File: src/sv/fnpll_pkg.sv
`timescale 1ns / 1ps
// ----------------------------------------------------------------------------
// fnpll_pkg
// Shared constants, codes and controller/datapath interface types for the
// fractional-N divider setting block.
// ----------------------------------------------------------------------------
package fnpll_pkg;

  // Field widths
  localparam int FREQ_W  = 16;  // input frequency, tenths of MHz
  localparam int MHZ_W   = 13;  // whole MHz after clamp, max 4400
  localparam int K_W     = 3;   // output divider exponent 0..6
  localparam int P_W     = 18;  // scaled divider in thousandths, max 176512
  localparam int INT_W   = 8;   // integer divider, max 176
  localparam int FRAC_W  = 10;  // fraction and modulus, max 1000
  localparam int WORD_W  = 32;
  localparam int WIDX_W  = 2;

  // Frequency range and VCO window
  localparam logic [FREQ_W-1:0] FREQ_MIN = 16'd350;
  localparam logic [FREQ_W-1:0] FREQ_MAX = 16'd44000;
  localparam int                VCO_LOW  = 2200;
  localparam int                VCO_HIGH = 4400;
  localparam int                K_MAX    = 6;
  localparam logic [FRAC_W-1:0] MOD_FULL = 10'd1000;

  // Reciprocal constants for division by constants
  // tenths / 10   : (x * 52429)  >> 19, exact for x < 2^18
  // p / 1000      : (x * 268436) >> 28, exact for x < 2^18
  // x / 5         : (x * 205)    >> 10, exact for x < 2^10
  localparam logic [15:0] RECIP10   = 16'd52429;
  localparam int          SH10      = 19;
  localparam logic [18:0] RECIP1000 = 19'd268436;
  localparam int          SH1000    = 28;
  localparam logic [7:0]  RECIP5    = 8'd205;
  localparam int          SH5       = 10;

  // Register word constants
  localparam logic [WORD_W-1:0] WORD_RF_OFF   = 32'h00EC801C;
  localparam logic [WORD_W-1:0] WORD_MOD_BASE = 32'h00008001;
  localparam logic [WORD_W-1:0] WORD_DIV_BASE = 32'h008C803C;

  // Word index codes, in sending order
  localparam logic [WIDX_W-1:0] WIDX_RF_OFF = 2'd0;
  localparam logic [WIDX_W-1:0] WIDX_MOD    = 2'd1;
  localparam logic [WIDX_W-1:0] WIDX_INTFR  = 2'd2;
  localparam logic [WIDX_W-1:0] WIDX_DIV    = 2'd3;

  // Controller states
  typedef enum logic [7:0] {
    S_IDLE = 8'b0000_0001,
    S_MHZ  = 8'b0000_0010,
    S_KSEL = 8'b0000_0100,
    S_DIV  = 8'b0000_1000,
    S_FRAC = 8'b0001_0000,
    S_RED5 = 8'b0010_0000,
    S_RED2 = 8'b0100_0000,
    S_OUT  = 8'b1000_0000
  } state_t;

  // Controller to datapath commands
  typedef struct packed {
    logic              load;     // capture and clamp input
    logic              mhz_en;   // whole MHz
    logic              ksel_en;  // divider exponent and scaled value
    logic              div_en;   // integer part
    logic              frac_en;  // fraction, modulus reset
    logic              red5_en;  // divide fraction and modulus by 5
    logic              red2_en;  // divide fraction and modulus by 2
    logic [WIDX_W-1:0] widx;     // word to present
  } cmd_t;

  // Datapath to controller status
  typedef struct packed {
    logic div5_ok;
    logic div2_ok;
  } sts_t;

endpackage

File: src/sv/fnpll_ctrl.sv
`timescale 1ns / 1ps
// ----------------------------------------------------------------------------
// fnpll_ctrl
// Sequencer: steps the datapath through clamp, divide, exponent search and
// fraction reduction, then hands out the four register words.
// ----------------------------------------------------------------------------
module fnpll_ctrl (
  input  logic                 clk,
  input  logic                 rst_n,
  input  logic                 in_tvalid,
  output logic                 in_tready,
  output logic                 out_tvalid,
  input  logic                 out_tready,
  output logic                 out_tlast,
  output fnpll_pkg::cmd_t      cmd,
  input  fnpll_pkg::sts_t      sts
);

  fnpll_pkg::state_t                   state_r, state_nxt;
  logic [fnpll_pkg::WIDX_W-1:0]        widx_r, widx_nxt;
  logic                                out_xfer;
  logic                                in_xfer;

  assign in_tready  = (state_r == fnpll_pkg::S_IDLE);
  assign out_tvalid = (state_r == fnpll_pkg::S_OUT);
  assign out_tlast  = (widx_r == fnpll_pkg::WIDX_DIV);
  assign in_xfer    = in_tvalid && in_tready;
  assign out_xfer   = out_tvalid && out_tready;

  // Next state and commands
  always_comb begin
    state_nxt   = state_r;
    widx_nxt    = widx_r;
    cmd         = '0;
    cmd.widx    = widx_r;
    unique case (state_r)
      fnpll_pkg::S_IDLE: begin
        if (in_xfer) begin
          cmd.load  = 1'b1;
          state_nxt = fnpll_pkg::S_MHZ;
        end
      end
      fnpll_pkg::S_MHZ: begin
        cmd.mhz_en = 1'b1;
        state_nxt  = fnpll_pkg::S_KSEL;
      end
      fnpll_pkg::S_KSEL: begin
        cmd.ksel_en = 1'b1;
        state_nxt   = fnpll_pkg::S_DIV;
      end
      fnpll_pkg::S_DIV: begin
        cmd.div_en = 1'b1;
        state_nxt  = fnpll_pkg::S_FRAC;
      end
      fnpll_pkg::S_FRAC: begin
        cmd.frac_en = 1'b1;
        state_nxt   = fnpll_pkg::S_RED5;
      end
      // one factor of 5 per cycle, at most three
      fnpll_pkg::S_RED5: begin
        if (sts.div5_ok) begin
          cmd.red5_en = 1'b1;
        end else begin
          state_nxt = fnpll_pkg::S_RED2;
        end
      end
      // one factor of 2 per cycle, at most three
      fnpll_pkg::S_RED2: begin
        if (sts.div2_ok) begin
          cmd.red2_en = 1'b1;
        end else begin
          state_nxt = fnpll_pkg::S_OUT;
        end
      end
      fnpll_pkg::S_OUT: begin
        if (out_xfer) begin
          if (widx_r == fnpll_pkg::WIDX_DIV) begin
            widx_nxt  = fnpll_pkg::WIDX_RF_OFF;
            state_nxt = fnpll_pkg::S_IDLE;
          end else begin
            widx_nxt = widx_r + 1'b1;
          end
        end
      end
      default: begin
        state_nxt = fnpll_pkg::S_IDLE;
        widx_nxt  = fnpll_pkg::WIDX_RF_OFF;
      end
    endcase
  end

  always_ff @(posedge clk) begin
    if (!rst_n) begin
      state_r <= fnpll_pkg::S_IDLE;
      widx_r  <= fnpll_pkg::WIDX_RF_OFF;
    end else begin
      state_r <= state_nxt;
      widx_r  <= widx_nxt;
    end
  end

  // Checks
  a_accept_starts: assert property (@(posedge clk) disable iff (!rst_n)
    in_xfer |=> (state_r == fnpll_pkg::S_MHZ))
    else $error("accepted item did not start the sequence");

  a_last_ends: assert property (@(posedge clk) disable iff (!rst_n)
    (out_xfer && out_tlast) |=> (state_r == fnpll_pkg::S_IDLE))
    else $error("block not idle after last word transfer");

  a_widx_in_out: assert property (@(posedge clk) disable iff (!rst_n)
    (widx_r != fnpll_pkg::WIDX_RF_OFF) |-> (state_r == fnpll_pkg::S_OUT))
    else $error("word counter moved outside output phase");

  a_red2_exit: assert property (@(posedge clk) disable iff (!rst_n)
    (state_r == fnpll_pkg::S_RED2 && !sts.div2_ok) |=> (state_r == fnpll_pkg::S_OUT))
    else $error("reduction did not end in output phase");

endmodule

File: src/sv/fnpll_dp.sv
`timescale 1ns / 1ps
// ----------------------------------------------------------------------------
// fnpll_dp
// Datapath: clamp, constant-reciprocal divides, divider exponent select,
// fraction reduction and register word assembly.
// ----------------------------------------------------------------------------
module fnpll_dp (
  input  logic                              clk,
  input  logic [fnpll_pkg::FREQ_W-1:0]      freq_tenths_mhz,
  input  fnpll_pkg::cmd_t                   cmd,
  output fnpll_pkg::sts_t                   sts,
  output logic [fnpll_pkg::WORD_W-1:0]      reg_word
);

  logic [fnpll_pkg::FREQ_W-1:0] tenths_r;
  logic [fnpll_pkg::MHZ_W-1:0]  mhz_r;
  logic [fnpll_pkg::K_W-1:0]    k_r;
  logic [fnpll_pkg::P_W-1:0]    p_r;
  logic [fnpll_pkg::INT_W-1:0]  int_r;
  logic [fnpll_pkg::FRAC_W-1:0] frac_r;
  logic [fnpll_pkg::FRAC_W-1:0] mod_r;

  logic [fnpll_pkg::FREQ_W-1:0] clamp_nxt;
  logic [31:0]                  mhz_prod;
  logic [fnpll_pkg::K_W-1:0]    k_nxt;
  logic [23:0]                  p_wide;
  logic [36:0]                  int_prod;
  logic [17:0]                  int_x1000;
  logic [17:0]                  frac_diff;
  logic [17:0]                  frac_q5_prod, mod_q5_prod;
  logic [7:0]                   frac_q5, mod_q5;
  logic [fnpll_pkg::FRAC_W-1:0] frac_r5, mod_r5;

  // Input clamp
  always_comb begin
    priority if (freq_tenths_mhz < fnpll_pkg::FREQ_MIN) begin
      clamp_nxt = fnpll_pkg::FREQ_MIN;
    end else if (freq_tenths_mhz > fnpll_pkg::FREQ_MAX) begin
      clamp_nxt = fnpll_pkg::FREQ_MAX;
    end else begin
      clamp_nxt = freq_tenths_mhz;
    end
  end

  // Whole MHz by reciprocal multiply
  assign mhz_prod = tenths_r * fnpll_pkg::RECIP10;

  // Smallest exponent that puts the VCO in its window
  always_comb begin
    logic [18:0] v;
    k_nxt = fnpll_pkg::K_W'(fnpll_pkg::K_MAX);
    for (int j = fnpll_pkg::K_MAX - 1; j >= 0; j--) begin
      v = 19'(mhz_r) << j;
      if (v >= 19'(fnpll_pkg::VCO_LOW) && v <= 19'(fnpll_pkg::VCO_HIGH)) begin
        k_nxt = fnpll_pkg::K_W'(j);
      end
    end
  end

  // Scaled divider in thousandths; bounded below 2^18 for clamped input
  assign p_wide = 24'(tenths_r) << (5'(k_nxt) + 5'd2);

  // Integer part by reciprocal multiply, remainder by back-multiply
  assign int_prod  = p_r * fnpll_pkg::RECIP1000;
  assign int_x1000 = 18'(int_r) * 18'(fnpll_pkg::MOD_FULL);
  assign frac_diff = p_r - int_x1000;

  // Divide-by-5 test on fraction and modulus
  assign frac_q5_prod = frac_r * fnpll_pkg::RECIP5;
  assign mod_q5_prod  = mod_r * fnpll_pkg::RECIP5;
  assign frac_q5      = frac_q5_prod[17:fnpll_pkg::SH5];
  assign mod_q5       = mod_q5_prod[17:fnpll_pkg::SH5];
  assign frac_r5      = frac_r - (10'(frac_q5) * 10'd5);
  assign mod_r5       = mod_r - (10'(mod_q5) * 10'd5);

  assign sts.div5_ok = (frac_r5 == '0) && (mod_r5 == '0);
  assign sts.div2_ok = !frac_r[0] && !mod_r[0];

  // Datapath registers
  always_ff @(posedge clk) begin
    if (cmd.load) begin
      tenths_r <= clamp_nxt;
    end
    if (cmd.mhz_en) begin
      mhz_r <= mhz_prod[fnpll_pkg::SH10 + fnpll_pkg::MHZ_W - 1:fnpll_pkg::SH10];
    end
    if (cmd.ksel_en) begin
      k_r <= k_nxt;
      p_r <= p_wide[fnpll_pkg::P_W-1:0];
    end
    if (cmd.div_en) begin
      int_r <= int_prod[fnpll_pkg::SH1000 + fnpll_pkg::INT_W - 1:fnpll_pkg::SH1000];
    end
    if (cmd.frac_en) begin
      frac_r <= frac_diff[fnpll_pkg::FRAC_W-1:0];
      mod_r  <= fnpll_pkg::MOD_FULL;
    end else if (cmd.red5_en) begin
      frac_r <= 10'(frac_q5);
      mod_r  <= 10'(mod_q5);
    end else if (cmd.red2_en) begin
      frac_r <= frac_r >> 1;
      mod_r  <= mod_r >> 1;
    end
  end

  // Output word select
  always_comb begin
    unique case (cmd.widx)
      fnpll_pkg::WIDX_RF_OFF: reg_word = fnpll_pkg::WORD_RF_OFF;
      fnpll_pkg::WIDX_MOD:    reg_word = fnpll_pkg::WORD_MOD_BASE + {19'b0, mod_r, 3'b0};
      fnpll_pkg::WIDX_INTFR:  reg_word = {9'b0, int_r, 15'b0} + {19'b0, frac_r, 3'b0};
      fnpll_pkg::WIDX_DIV:    reg_word = fnpll_pkg::WORD_DIV_BASE + {9'b0, k_r, 20'b0};
      default:                reg_word = fnpll_pkg::WORD_RF_OFF;
    endcase
  end

endmodule

File: src/sv/frac_n_pll_freq_to_reg_words.sv
`timescale 1ns / 1ps
// ----------------------------------------------------------------------------
// frac_n_pll_freq_to_reg_words
// Converts a target frequency into the four register words of a
// fractional-N synthesizer with a 25 MHz reference.
// ----------------------------------------------------------------------------
// Each transfer on the input carries a frequency in tenths of MHz, clamped to
// 35.0..4400.0 MHz. The block answers with four 32-bit words in sending order
// (RF off, modulus, int/frac, output divider); tuser carries the word index and
// tlast marks the fourth word. One item is handled at a time: the next item is
// accepted only after the fourth word has gone out. The time per item is set by
// the fraction reduction loop (one factor of 5 or 2 per cycle, up to three of
// each) and by the hand-out of the words, which output stalls can hold.
// ----------------------------------------------------------------------------
module frac_n_pll_freq_to_reg_words (
  input  logic        clk,
  input  logic        rst_n,
  input  logic        in_tvalid,
  output logic        in_tready,
  input  logic [15:0] in_tdata,    // [15:0] freq_tenths_mhz
  output logic        out_tvalid,
  input  logic        out_tready,
  output logic [31:0] out_tdata,   // [31:0] reg_word
  output logic [1:0]  out_tuser,   // [1:0] word_index
  output logic        out_tlast    // last_word
);

  fnpll_pkg::cmd_t cmd;
  fnpll_pkg::sts_t sts;

  fnpll_ctrl u_ctrl (
    .clk        (clk),
    .rst_n      (rst_n),
    .in_tvalid  (in_tvalid),
    .in_tready  (in_tready),
    .out_tvalid (out_tvalid),
    .out_tready (out_tready),
    .out_tlast  (out_tlast),
    .cmd        (cmd),
    .sts        (sts)
  );

  fnpll_dp u_dp (
    .clk             (clk),
    .freq_tenths_mhz (in_tdata),
    .cmd             (cmd),
    .sts             (sts),
    .reg_word        (out_tdata)
  );

  assign out_tuser = cmd.widx;

endmodule

File: config.mk
export PLATFORM = sky130hd
export DESIGN_NAME = frac_n_pll_freq_to_reg_words
export DESIGN_NICKNAME = d
export VERILOG_FILES = /design/src/sv/fnpll_pkg.sv /design/src/sv/fnpll_ctrl.sv /design/src/sv/fnpll_dp.sv /design/src/sv/frac_n_pll_freq_to_reg_words.sv
export SDC_FILE = /design/constraint.sdc
export NUM_CORES = 1
export LEC_CHECK = 0
export BUFFER_PORTS_ARGS = -buffer_cell sky130_fd_sc_hd__buf_2
export CORE_ASPECT_RATIO = 2
export CORE_MARGIN = 2
export CORE_UTILIZATION = 55
export CTS_CLUSTER_DIAMETER = 100
export DETAILED_ROUTE_END_ITERATION = 8
export PLACE_DENSITY = 0.72
export REMOVE_ABC_BUFFERS = 1
export SYNTH_ARGS = -nofsm -noshare
export SYNTH_HDL_FRONTEND = slang
export SYNTH_HIERARCHICAL = 1
export SYNTH_SLANG_ARGS = --single-unit
File: constraint.sdc
create_clock -name clk -period 10.9 [get_ports clk]
set_input_delay 1.635 -clock clk [delete_from_list [all_inputs] [get_ports clk]]
set_output_delay 1.635 -clock clk [all_outputs]
set_load 0.01 [all_outputs]
After elaboration in Yosys (flattened, before gate mapping)
Index checks and enable logic that the tools add are counted.
W data, S select, Z words.
{"block": "word_totals", "register_bits": 88, "latchBits": 0, "ramBits": 0, "rom_bits": 0, "in_bits": 20, "out_inout_bits": 37, "elab_cells": 110, "n_memories": 0}
{"block": "op_classes", "add_sub_neg": 8, "multipliers": 7, "n_div": 0, "order_cmp": 14, "n_eq_ne": 16, "n_shift": 1, "mux": 32, "n_bitwise": 1, "reduce_logical": 21}
{"cell": "$pmux W32 S4", "n": 1}
{"cell": "$pmux W8 S8", "n": 1}
{"cell": "$mux W10", "n": 5}
{"cell": "$mux W8", "n": 5}
{"cell": "$mul A10 B8 Y18 const B", "n": 2}
{"cell": "$mul A18 B17 Y34 const B", "n": 1}
{"cell": "$mul A16 B16 Y32 const B", "n": 1}
{"cell": "$sub A10 B10 Y10", "n": 3}
{"cell": "$add A24 B23 Y25 const A", "n": 1}
{"cell": "$add A23 B13 Y24", "n": 1}
{"cell": "$logic_not A10 Y1", "n": 2}
{"cell": "$mul A8 B3 Y10 const B", "n": 2}
{"cell": "$ge A18 B12 Y1 const B", "n": 1}
{"cell": "$le A18 B13 Y1 const B", "n": 1}
{"cell": "$shl A16 B5 Y18", "n": 1}
{"cell": "$add A16 B13 Y17 const A", "n": 1}
{"cell": "$ge A17 B12 Y1 const B", "n": 1}
{"cell": "$le A17 B13 Y1 const B", "n": 1}
{"cell": "$ge A16 B12 Y1 const B", "n": 1}
{"cell": "$gt A16 B16 Y1 const B", "n": 1}
{"cell": "$le A16 B13 Y1 const B", "n": 1}
{"cell": "$lt A16 B9 Y1 const B", "n": 1}
{"cell": "$mux W16", "n": 1}
{"cell": "$ge A15 B12 Y1 const B", "n": 1}
{"cell": "33 further kinds", "n": 63}

Logic depth before layout (Yosys ltp)
Gate-level depths: netlist of run 1.
{"block": "logic_depth", "ltp_word": 10, "depth_mapped": 37}

By module
The synthesis of run 1 kept the hierarchy.
{"module": "fnpll_dp", "instances": 1, "cells_each": 1784, "area_each_um2": 17185.2}
{"module": "fnpll_ctrl", "instances": 1, "cells_each": 81, "area_each_um2": 666.9}

Least setup slack after synthesis of run 1
OpenSTA, ideal clock, no wires.
{"block": "synth_path", "path_type": "reg-to-reg", "startpoint": "register u_dp/frac_r[6] (netlist name)", "endpoint": "register u_dp/frac_r[7] (netlist name), data pin", "setup_ps": 268, "t_arrival_ps": 8199, "t_required_ps": 10632, "slack_ps": 2433, "stages_incl_launch_ff": 36, "synth_period_minus_slack_ps": 8467, "path_cell_list": "edfxtp_1 ha_1 inv_1 fa_1 inv_1 fa_1 inv_1 fa_1 inv_1 ha_1 nor4_4 o211ai_2 a32o_1 o21a_1 o31a_1 a21oi_1 xor2_1 xnor2_1 fa_1 ha_1 nor2b_1 nand2_1 o21ai_0 a211oi_1 nand4_1 nor3_1 nand4_1 or3_1 or4b_1 nor3_2 nand4b_1 inv_1 clkbuf_1 clkbuf_1 mux2i_1 o21ai_0"}
{"element": "start: declaration", "line_no": "fnpll_dp.sv:20", "source": "logic [fnpll_pkg::FRAC_W-1:0] frac_r;"}
{"element": "start signal: assignment", "line_no": "fnpll_dp.sv:95", "source": "frac_r <= frac_diff[fnpll_pkg::FRAC_W-1:0];"}
{"element": "start signal: assignment", "line_no": "fnpll_dp.sv:98", "source": "frac_r <= 10'(frac_q5);"}
{"element": "start signal: assignment", "line_no": "fnpll_dp.sv:101", "source": "frac_r <= frac_r >> 1;"}

==> flow_summary.toml, run 1 <==
[outcome]
status = "completed"

[synth]
yosysSeqAreaShare_pct = 13.7
synth_top_area_share_pct = 29.5
ys_seq_elements = 88
synth_cells = 1865
synth_area_leaders = "ha_1 30%, fa_1 20%, edfxtp_1 11%, inv_1 8.3%, mux2i_1 3.1%"
async_reset_ff_share_pct = 0
synth_area_per_cell_um2 = 9.57
synth_cell_types = 82
netlist_area_mm2 = 0.0179
synth_edf_count = 68
synth_warnings = 6
synthFlopType = "edfxtp_1"
synth_top_cell_by_area = "ha_1"

[critical_path]
critPathBufInv = 5
worst_r2r_path_depth = 31
criticalPathCategory = "reg2reg"
worst_setup_path_start_kind = "flop"
critical_path.top_delay_family = "adder cells"
ff2ff_setup_slack_ns = 1.35
path_max_fanout = 29
crit_slowest_cell = "inv_1"
worst_ep_required_time_ns = 10.91
cp.depth = 31
max_stage_delay_ns = 0.84
critical_path.most_common_cell = "inv_1"
cp.arrival_ns = 9.56
endpoint_kind = "flop"
r2r_end = "u_dp/frac_r[7]"
r2r-start = "u_dp/frac_r[6]"

[final_layout]
nFillCells = 2778
final_area_mm2 = 0.0187
antenna_cells = 0
drive_gt1_share_pct = 4.64
final_util_pct = 58.4
fin_nets = 2506
areaGrowthSynthToFinish_pct = 5.00

[sta]
slew_headroom_pct = 24.9
min_period_over_period_pct = 87.6
maxSlewViolCount = 0
hold_violations = 0
max_freq_mhz = 105
finalCriticalPeriod_ns = 9.55
finClkSkew_ns = 0.0134
setup_viol_count_final = 0
fin_tns_setup_ns = 0
rsz0062_at_grt = "false"
worst_pin_slew_ns = 1.13

[drt]
drc_errors = 0
drt-pass1-iter-count = 5
num_vias = 13400
drt_iter0_markers = 500
via_per_inst = 5.78
drtAntennaViolNets = 0
wl_per_cell_um = 18.5
wl_mm = 43.0

[floorplan]
dieWidth_um = 131
io_pins = 57
die_h_um = 259
start_util_pct = 55.6
dieArea_mm2 = 0.0340
row_count = 93
core_mm2 = 0.0321

[cts]
insertion_delay_ns = 0.37
h-tree-depth = 3
clockBufferDepth = 2
cts_root_buffer = "clkbuf_16"
post_cts_buffers = 0
cts_tree = "done"
cts_inserted_buffers = 9
cts.repair.resized = 0
clk_pin_slew_ns = 0.07
cts_sinks = 88
hold_buffers = 0

[placement]
place_area_mm2 = 0.0184
port_buffers = 45
hpwl_mm = 37.8
gp_congestion = 0.954

[min_path]
hold_class = "reg2reg"
min_from = "u_ctrl/state_r[2]"
min_to = "u_ctrl/state_r[3]"
hold_depth = 2

[pwr]
p_sw_share_pct = 46.1
power_frac_seq_pct = 16.9
p_sw_uw = 1410
comb_power_share_pct = 72.7
leakage_uw = 0.00981
power.share.clock_pct = 10.4
p_per_area_mw_per_mm2 = 163
internal_power_uw = 1650
vdd_drop_max_uv = 284

[run]
drv_cap = 0

[global_route]
grt_pass1_wl_mm = 70.7
antenna_found_initial = 0
grt_max_degree = 32
track_usage_pct = 26.3
grt_pass1_vias = 14700
grt_overflow = 0
## cell usage after synthesis (all sizes together), types with 5 or more instances
library cell / n
a2111oi: 5
a211o: 6
a211oi: 14
a21boi: 10
a21o: 29
a21oi: 49
a22oi: 10
a31oi: 8
and2: 10
and3: 15
buf: 22
clkbuf: 23
dfxtp: 20
edfxtp: 68
fa: 175
ha: 421
inv: 395
mux2: 6
mux2i: 55
nand2: 77
nand2b: 20
nand3: 17
nand3b: 5
nand4: 14
nor2: 79
nor2b: 21
nor3: 30
nor3b: 6
nor4: 16
nor4b: 6
o211ai: 6
o21a: 19
o21ai: 44
o21bai: 5
o22ai: 5
or3: 6
or4: 6
xnor2: 56
xor2: 28
## power groups by stage
| stage | registers (µW) | logic [µW] | clock network, µW |
|---|---|---|---|
| detailed placement | 522 | 2210 | 0 |
| CTS | 514 | 2230 | 325 |
| finish | 516 | 2220 | 318 |
| global placement | 523 | 2120 | 0 |
| floorplan | 503 | 1690 | 0 |
| global route | 518 | 2530 | 337 |
## cell families (layout without fill, tap and decap cells)
| kind of cell | after synthesis | in the layout | share of synthesized area, % |
|---|---|---|---|
| buf+inv | 441 | 461 | 9.69 |
| xor+xnor | 85 | 85 | 4.25 |
| other cells | 1 | 11 | 0.0210 |
| compound gates | 252 | 252 | 9.71 |
| simple gates | 341 | 341 | 10.1 |
| fa+ha+maj | 596 | 596 | 49.1 |
| mux | 61 | 61 | 3.46 |
| flops | 88 | 88 | 13.7 |
## layer usage
metal	GRT usage, %	share of wire [%]	up-vias
met5	0	0	-
met4	17.0	7.2	0
met3	3.31	2.6	165
met2	55.8	59	307
met1	22.0	31	6614
li1	-	-	6333
## flip-flops by register name, summed over array words and instances (netlist names)
| name | flops |
|---|---|
| u_dp/tenths_r | 16 |
| u_dp/k_r | 3 |
| u_dp/mhz_r | 13 |
| u_dp/mod_r | 10 |
| u_dp/frac_r | 10 |
| u_dp/int_r | 8 |
| u_dp/p_r | 18 |
| u_ctrl/widx_r | 2 |
| u_ctrl/state_r | 8 |
## layout make-up
cell class                 instances  area (µm²)  area share (%)
tap                              427         534            2.85
inverter                         396        1490            7.93
clock buffer                      13         283            1.51
multi-input combinational       1346       13700            73.2
clock inverter                     3        20.0           0.107
timing repair buffer              49         255            1.36
sequential                        88        2440            13.0
## placed cells by master (no fill, tap or decap), types with 5 or more instances in the layout
master / count
conb_1: 11
nand4_1: 14
xor2_1: 28
nor4_1: 13
a211oi_1: 13
o22ai_1: 5
mux2_2: 5
dfxtp_1: 20
nand2b_1: 20
a211o_1: 6
inv_1: 394
or4_1: 6
a21boi_0: 10
fa_1: 175
o21ai_0: 41
o211ai_1: 5
buf_2: 45
o21bai_1: 5
or3_1: 5
nor2_1: 79
nand3b_1: 5
o21a_1: 19
nand2_1: 77
nor2b_1: 21
and2_1: 10
edfxtp_1: 68
and3_1: 15
nor3_1: 29
mux2i_1: 55
a22oi_1: 10
a2111oi_0: 5
a31oi_1: 8
xnor2_1: 56
nand3_1: 17
nor3b_1: 6
a21o_1: 29
ha_1: 421
clkbuf_16: 11
a21oi_1: 49
## worst min-delay path, cell delays in order, from the launching register on
cell	delay, ns
dfxtp_1	0.39
nand3_1	0.13
nor2_1	0.05
## through the flow
step	setup slack, ns	instances	total power [µW]	hold WS, ns
2_1_floorplan	2.46	1830	2190	0.544
3_3_place_gp	1.63	2306	2640	0.587
3_5_place_dp	1.40	2306	2730	0.598
4_1_cts	1.39	2322	3070	0.617
5_1_grt	0.831	2322	3380	0.660
6_report	1.35	2322	3060	0.618
## worst max-delay path by stage
| stage | from | endpoint | slack [ns] |
|---|---|---|---|
| finish | u_dp/frac_r[6] | u_dp/frac_r[7] | 1.35 |
| floorplan | u_dp/frac_r[6] | u_dp/frac_r[0] | 2.46 |
| global placement | u_dp/frac_r[7] | u_dp/frac_r[9] | 1.63 |
| global route | u_dp/frac_r[7] | u_dp/frac_r[9] | 0.83 |
| CTS | u_dp/frac_r[7] | u_dp/frac_r[7] | 1.39 |
| detailed placement | u_dp/frac_r[7] | u_dp/frac_r[7] | 1.40 |
No activity file was read; power rests on OpenSTA's default activity.
==> inputs of run 2 (changes only) <==
--- a/config.mk
+++ b/config.mk
@@ -11,9 +11,9 @@
 export CORE_UTILIZATION = 55
 export CTS_CLUSTER_DIAMETER = 100
 export DETAILED_ROUTE_END_ITERATION = 8
+export MAX_ROUTING_LAYER = met4
 export PLACE_DENSITY = 0.72
 export REMOVE_ABC_BUFFERS = 1
 export SYNTH_ARGS = -nofsm -noshare
 export SYNTH_HDL_FRONTEND = slang
-export SYNTH_HIERARCHICAL = 1
 export SYNTH_SLANG_ARGS = --single-unit
==> run 2 against run 1 <==
Against the previous run: fmax is 12% higher; count of clock-buffer cells in the layout is 4 lower; synthesized cell count is 4.3% lower; non-clock buffer count is 3 higher; area after synthesis is 2.5% lower; sequential share of layout area is 0.28 points higher; power is 30% higher; final cell count is 3.4% lower; largest cell class unchanged.
==> flow_summary.toml, run 2 <==
[critical_path]
worst_ep_required_time_ns = 10.90
worst_setup_path_start_kind = "flop"
cp.depth = 29
criticalPathCategory = "reg2reg"
critPathBufInv = 3
worst_r2r_path_depth = 29
crit_slowest_cell = "fa_1"
critical_path.top_delay_family = "adder cells"
cp.arrival_ns = 8.53
endpoint_kind = "flop"
max_stage_delay_ns = 0.53
path_max_fanout = 10

[sta]
finClkSkew_ns = 0.00873
fin_tns_setup_ns = 0
min_period_over_period_pct = 78.3
setup_viol_count_final = 0
slew_headroom_pct = 24.6
hold_violations = 0
maxSlewViolCount = 0
rsz0062_at_grt = "false"
worst_pin_slew_ns = 1.12
max_freq_mhz = 117
finalCriticalPeriod_ns = 8.53

[cts]
cts_root_buffer = "clkbuf_16"
hold_buffers = 0
post_cts_buffers = 0
clk_pin_slew_ns = 0.07
h-tree-depth = 3
insertion_delay_ns = 0.36
clockBufferDepth = 2
cts.repair.resized = 0
cts_sinks = 88
cts_inserted_buffers = 9
cts_tree = "done"

[global_route]
antenna_found_initial = 0
grt_overflow = 0
grt_pass1_vias = 12600
grt_pass1_wl_mm = 61.5
track_usage_pct = 23.7
grt_max_degree = 24

[final_layout]
final_util_pct = 58.6
layout_commonest_cell = "ha_1"
areaGrowthSynthToFinish_pct = 5.41
antenna_cells = 0
largest_reg_flops = 18
drive_gt1_share_pct = 5.00
regMostFlops = "u_dp.p_r"
largest_registers = "u_dp.p_r x18, u_dp.tenths_r x16, u_dp.mhz_r x13"
mostFrequentLayoutCells = "426 x ha_1, 375 x inv_1, 177 x fa_1"
fin_nets = 2438

[synth]
yosysSeqAreaShare_pct = 14.0
synth_top_cell_by_area = "ha_1"
synth.most_common_cell = "ha_1"
synthFlopType = "edfxtp_1"
synth_cell_types = 76
netlist_area_mm2 = 0.0174
synth_warnings = 0
async_reset_ff_share_pct = 0
synth_edf_count = 68
synth_area_leaders = "ha_1 31%, fa_1 20%, edfxtp_1 12%, inv_1 8.1%, mux2i_1 2.6%"
synth_area_per_cell_um2 = 9.76
synth_cells = 1784
synth_top_area_share_pct = 30.6
synth_commonest_cells = "426 x ha_1, 375 x inv_1, 177 x fa_1"
ys_seq_elements = 88

[pwr]
p_per_area_mw_per_mm2 = 217
vdd_drop_max_uv = 403
leakage_uw = 0.00958

[drt]
drc_errors = 0
drtAntennaViolNets = 0
drt-pass1-iter-count = 7
wl_mm = 36.5
wl_per_cell_um = 16.3
drt_iter0_markers = 650
num_vias = 12300
via_per_inst = 5.47

[floorplan]
core_mm2 = 0.0313
die_h_um = 256
row_count = 92
dieWidth_um = 130
start_util_pct = 55.6
io_pins = 57
dieArea_mm2 = 0.0332

[placement]
hpwl_mm = 31.0
gp_congestion = 0.899
port_buffers = 45

[min_path]
hold_depth = 2
hold_class = "reg2reg"

[outcome]
status = "completed"

[run]
drv_cap = 0
-- run 2: kinds of logic after synthesis --
kind of cell             after synthesis  synth area share (%)
other                                  1                0.0215
buffers and inverters                420                  9.46
AND/OR/NAND/NOR                      283                  8.34
XOR/XNOR                              76                  3.90
flip-flops                            88                  14.0
adder cells (fa/ha/maj)              603                  51.0
AO/OA/AOI/OAI                        264                  10.4
multiplexers                          49                  2.90
-- run 2: worst min-delay path, cell delays in order, from the launching register on --
cell	delay [ns]
dfxtp_1	0.40
a32oi_1	0.09
nor2b_1	0.11
-- run 2: final timing paths --
path / start / slack (ns) / end
worst min register to register: u_ctrl.widx_r[1] / 0.63 / u_ctrl.widx_r[1]
worst min-delay path: u_ctrl.widx_r[1] / 0.63 / u_ctrl.widx_r[1]
worst max register to register: u_dp.mod_r[7] / 2.37 / u_dp.frac_r[4]
worst max-delay path: u_dp.mod_r[7] / 2.37 / u_dp.frac_r[4]
-- run 2: power by group --
part	switching (µW)	internal (µW)
clock	142	180
sequential	63.1	523
combinational	1700	1370
total	1910	2070
-- run 2: cell type report --
cell class,instances,area (µm²)
clock inverters,7,80.1
well taps,423,529
inverters,378,1420
fillers,2716,13000
flip-flops and latches,88,2440
clock buffers,9,225
repair buffers,52,278
multi-input cells,1286,13400
-- run 2: metrics by stage --
step                setup slack [ns]  hold WS [ns]  area [µm²]  total power (µW)  cells
finish                          2.37         0.631       18300              3980   2243
global route                    1.73         0.677       18300              4450   2243
CTS                             2.37         0.635       18300              4010   2243
detailed placement              2.41         0.615       18000              3660   2227
global placement                2.57         0.597       18000              3580   2227
floorplan                       2.72         0.552       17200              2910   1752
-- run 2: routing by layer --
layer | GRT usage (%) | share of wire (%)
met5 | - | 0
met4 | 5.62 | 2.1
met3 | 2.30 | 3.2
met2 | 38.4 | 48
met1 | 32.2 | 47
==> inputs of run 3 (changes only) <==
--- a/config.mk
+++ b/config.mk
@@ -12,7 +12,7 @@
 export CTS_CLUSTER_DIAMETER = 100
 export DETAILED_ROUTE_END_ITERATION = 8
 export MAX_ROUTING_LAYER = met4
-export PLACE_DENSITY = 0.72
+export PLACE_DENSITY = 0.75
 export REMOVE_ABC_BUFFERS = 1
 export SYNTH_ARGS = -nofsm -noshare
 export SYNTH_HDL_FRONTEND = slang
==> constraint.sdc (replaced) <==
create_clock -name clk -period 7 [get_ports clk]
set_input_delay 1.05 -clock clk [delete_from_list [all_inputs] [get_ports clk]]
set_output_delay 1.05 -clock clk [all_outputs]
set_load 0.01 [all_outputs]
==> run 3 against run 2 <==
Against the previous run: the run now ends with negative setup slack left; via count up 10%; final cell count is 8.4% higher; final area rose by 11%; combinational power is 64% higher; largest cell class unchanged; highest routed layer unchanged.
==> flow_summary.toml, run 3 (synthesis gave the netlist of run 2 again) <==
[cts]
cts_sinks = 88
cts_root_buffer = "clkbuf_16"
cts_tree = "done"
hold_buffers = 0
clockBufferDepth = 2
cts_inserted_buffers = 9
insertion_delay_ns = 0.36
clk_pin_slew_ns = 0.07
h-tree-depth = 3

[critical_path]
worst_ep_required_time_ns = 7.07
criticalPathCategory = "reg2reg"
r2r-start = "u_dp.frac_r[1]"
cp.arrival_ns = 7.93
ff2ff_setup_slack_ns = -0.85
path_max_fanout = 7
worst_setup_path_start_kind = "flop"
max_stage_delay_ns = 0.56
endpoint_kind = "flop"
worst_r2r_path_depth = 30
r2r_end = "u_dp.frac_r[4]"
crit_slowest_cell = "edfxtp_1"

[min_path]
min_from = "u_ctrl.widx_r[1]"
hold_depth = 2
min_to = "u_ctrl.widx_r[1]"
hold_class = "reg2reg"

[final_layout]
fin_cells = 2432
drive_gt1_share_pct = 17.2
antenna_cells = 0
seqCellArea_mm2 = 0.00244
largest_registers = "u_dp.p_r x18, u_dp.tenths_r x16, u_dp.mhz_r x13"
largest_reg_flops = 18
regMostFlops = "u_dp.p_r"
final_util_pct = 65.0
areaGrowthSynthToFinish_pct = 17.0
nFillCells = 2450
layout_commonest_cell = "ha_1"
mostFrequentLayoutCells = "405 x ha_1, 369 x inv_1, 180 x buf_4"
fin_nets = 2627
multi_input_area_mm2 = 0.0139

[pwr]
p_sw_uw = 3080
comb_power_share_pct = 78.5
p_per_area_mw_per_mm2 = 315
p_sw_share_pct = 48.1
vdd_drop_max_uv = 630
power.share.clock_pct = 7.5
power_frac_seq_pct = 14.1
internal_power_uw = 3330
leakage_uw = 0.0106

[placement]
gp_congestion = 0.948
post-place-ws_ns = -0.977
port_buffers = 45
placed_cells = 2384
hpwl_mm = 33.8

[sta]
worst_pin_slew_ns = 0.789
hold_violations = 0
slew_headroom_pct = 47.2
fin_tns_setup_ns = -24.47
hold_slack_ns = 0.611
min_period_over_period_pct = 112
max_freq_mhz = 127
maxSlewViolCount = 0
finalCriticalPeriod_ns = 7.85
setup_ws_ns = -0.852
finClkSkew_ns = 0.0106
rsz0062_at_grt = "true"
setup_viol_count_final = 32

[drt]
drc_errors = 0
drtAntennaViolNets = 0
drt-pass1-iter-count = 5
num_vias = 13500
wl_per_cell_um = 17.2
drt_iter0_markers = 758
wl_mm = 41.9
via_per_inst = 5.56

[floorplan]
io_pins = 57
core_mm2 = 0.0313
die_h_um = 256
dieArea_mm2 = 0.0332
row_count = 92
start_util_pct = 55.6
dieWidth_um = 130

[outcome]
violations = "negative setup slack"
status = "complete, but fails checks"

[global_route]
grt_pass1_vias = 14300
grt_max_degree = 23
track_usage_pct = 26.1
grt_pass1_wl_mm = 67.5
grt_overflow = 0
antenna_found_initial = 0

[run]
drv_cap = 0
[run 3: timing repair]
item / 4_1_cts / 5_1_grt
setup buffers: 14 / 18
setup endpoints to repair: 32 / 33
cloned: 0 / 1
pin swaps: 23 / 46
resized for setup: 40 / 64
[run 3: area by class of cell]
cell class	count	share of cell area, %
Multi-Input combinational cell	1286	68.2
Sequential cell	88	12.0
Timing Repair Buffer	241	8.78
Inverter	378	6.97
Tap cell	423	2.60
Clock buffer	9	1.11
Clock inverter	7	0.356
[run 3: per-stage QoR]
stage          instance area (µm²)  power, µW
6_report                     20400       6420
5_1_grt                      20400       7140
4_1_cts                      19800       6440
3_5_place_dp                 19200       5890
3_3_place_gp                 19200       5730
2_1_floorplan                17200       4530
[run 3: layer usage]
metal  share of wire [%]  vias up  track usage, %  wire length (µm)
li1                    -     6488               -                 -
met1                  42     6581            32.4             17800
met2                  50      349            44.2             21100
met3                 3.5      114            2.11              1460
met4                 3.8        0            9.11              1590
met5                   0        -               -                 0
[run 3: worst max path at each step]
stage                         startpoint        endpoint  slack [ns]  cells after the start
after floorplan            u_dp.mod_r[6]  u_dp.frac_r[0]       -1.18                     29
after global placement    u_dp.frac_r[2]  u_dp.frac_r[4]       -0.80                     30
after detailed placement  u_dp.frac_r[2]  u_dp.frac_r[4]       -0.98                     30
after CTS                 u_dp.frac_r[2]   u_dp.mod_r[7]       -0.64                     31
after global routing      u_dp.frac_r[1]  u_dp.frac_r[2]       -1.19                     30
final                     u_dp.frac_r[1]  u_dp.frac_r[4]       -0.85                     30
[run 3: power by group through the flow]
stage / Clock (µW) / Sequential, µW / Combinational [µW]
after floorplan: 0 / 887 / 3640
after global placement: 0 / 912 / 4820
after detailed placement: 0 / 912 / 4970
after CTS: 487 / 901 / 5060
after global routing: 505 / 909 / 5730
final: 480 / 902 / 5040
[run 3: critical path, delay by kind of cell (launching register included)]
kind | cells | cell delay (ns)
AO/OA/AOI/OAI | 7 | 1.34
buffers and inverters | 7 | 0.71
flip-flops | 1 | 0.56
AND/OR/NAND/NOR | 5 | 1.49
XOR/XNOR | 1 | 0.32
multiplexers | 2 | 0.33
adder cells (fa/ha/maj) | 8 | 2.84
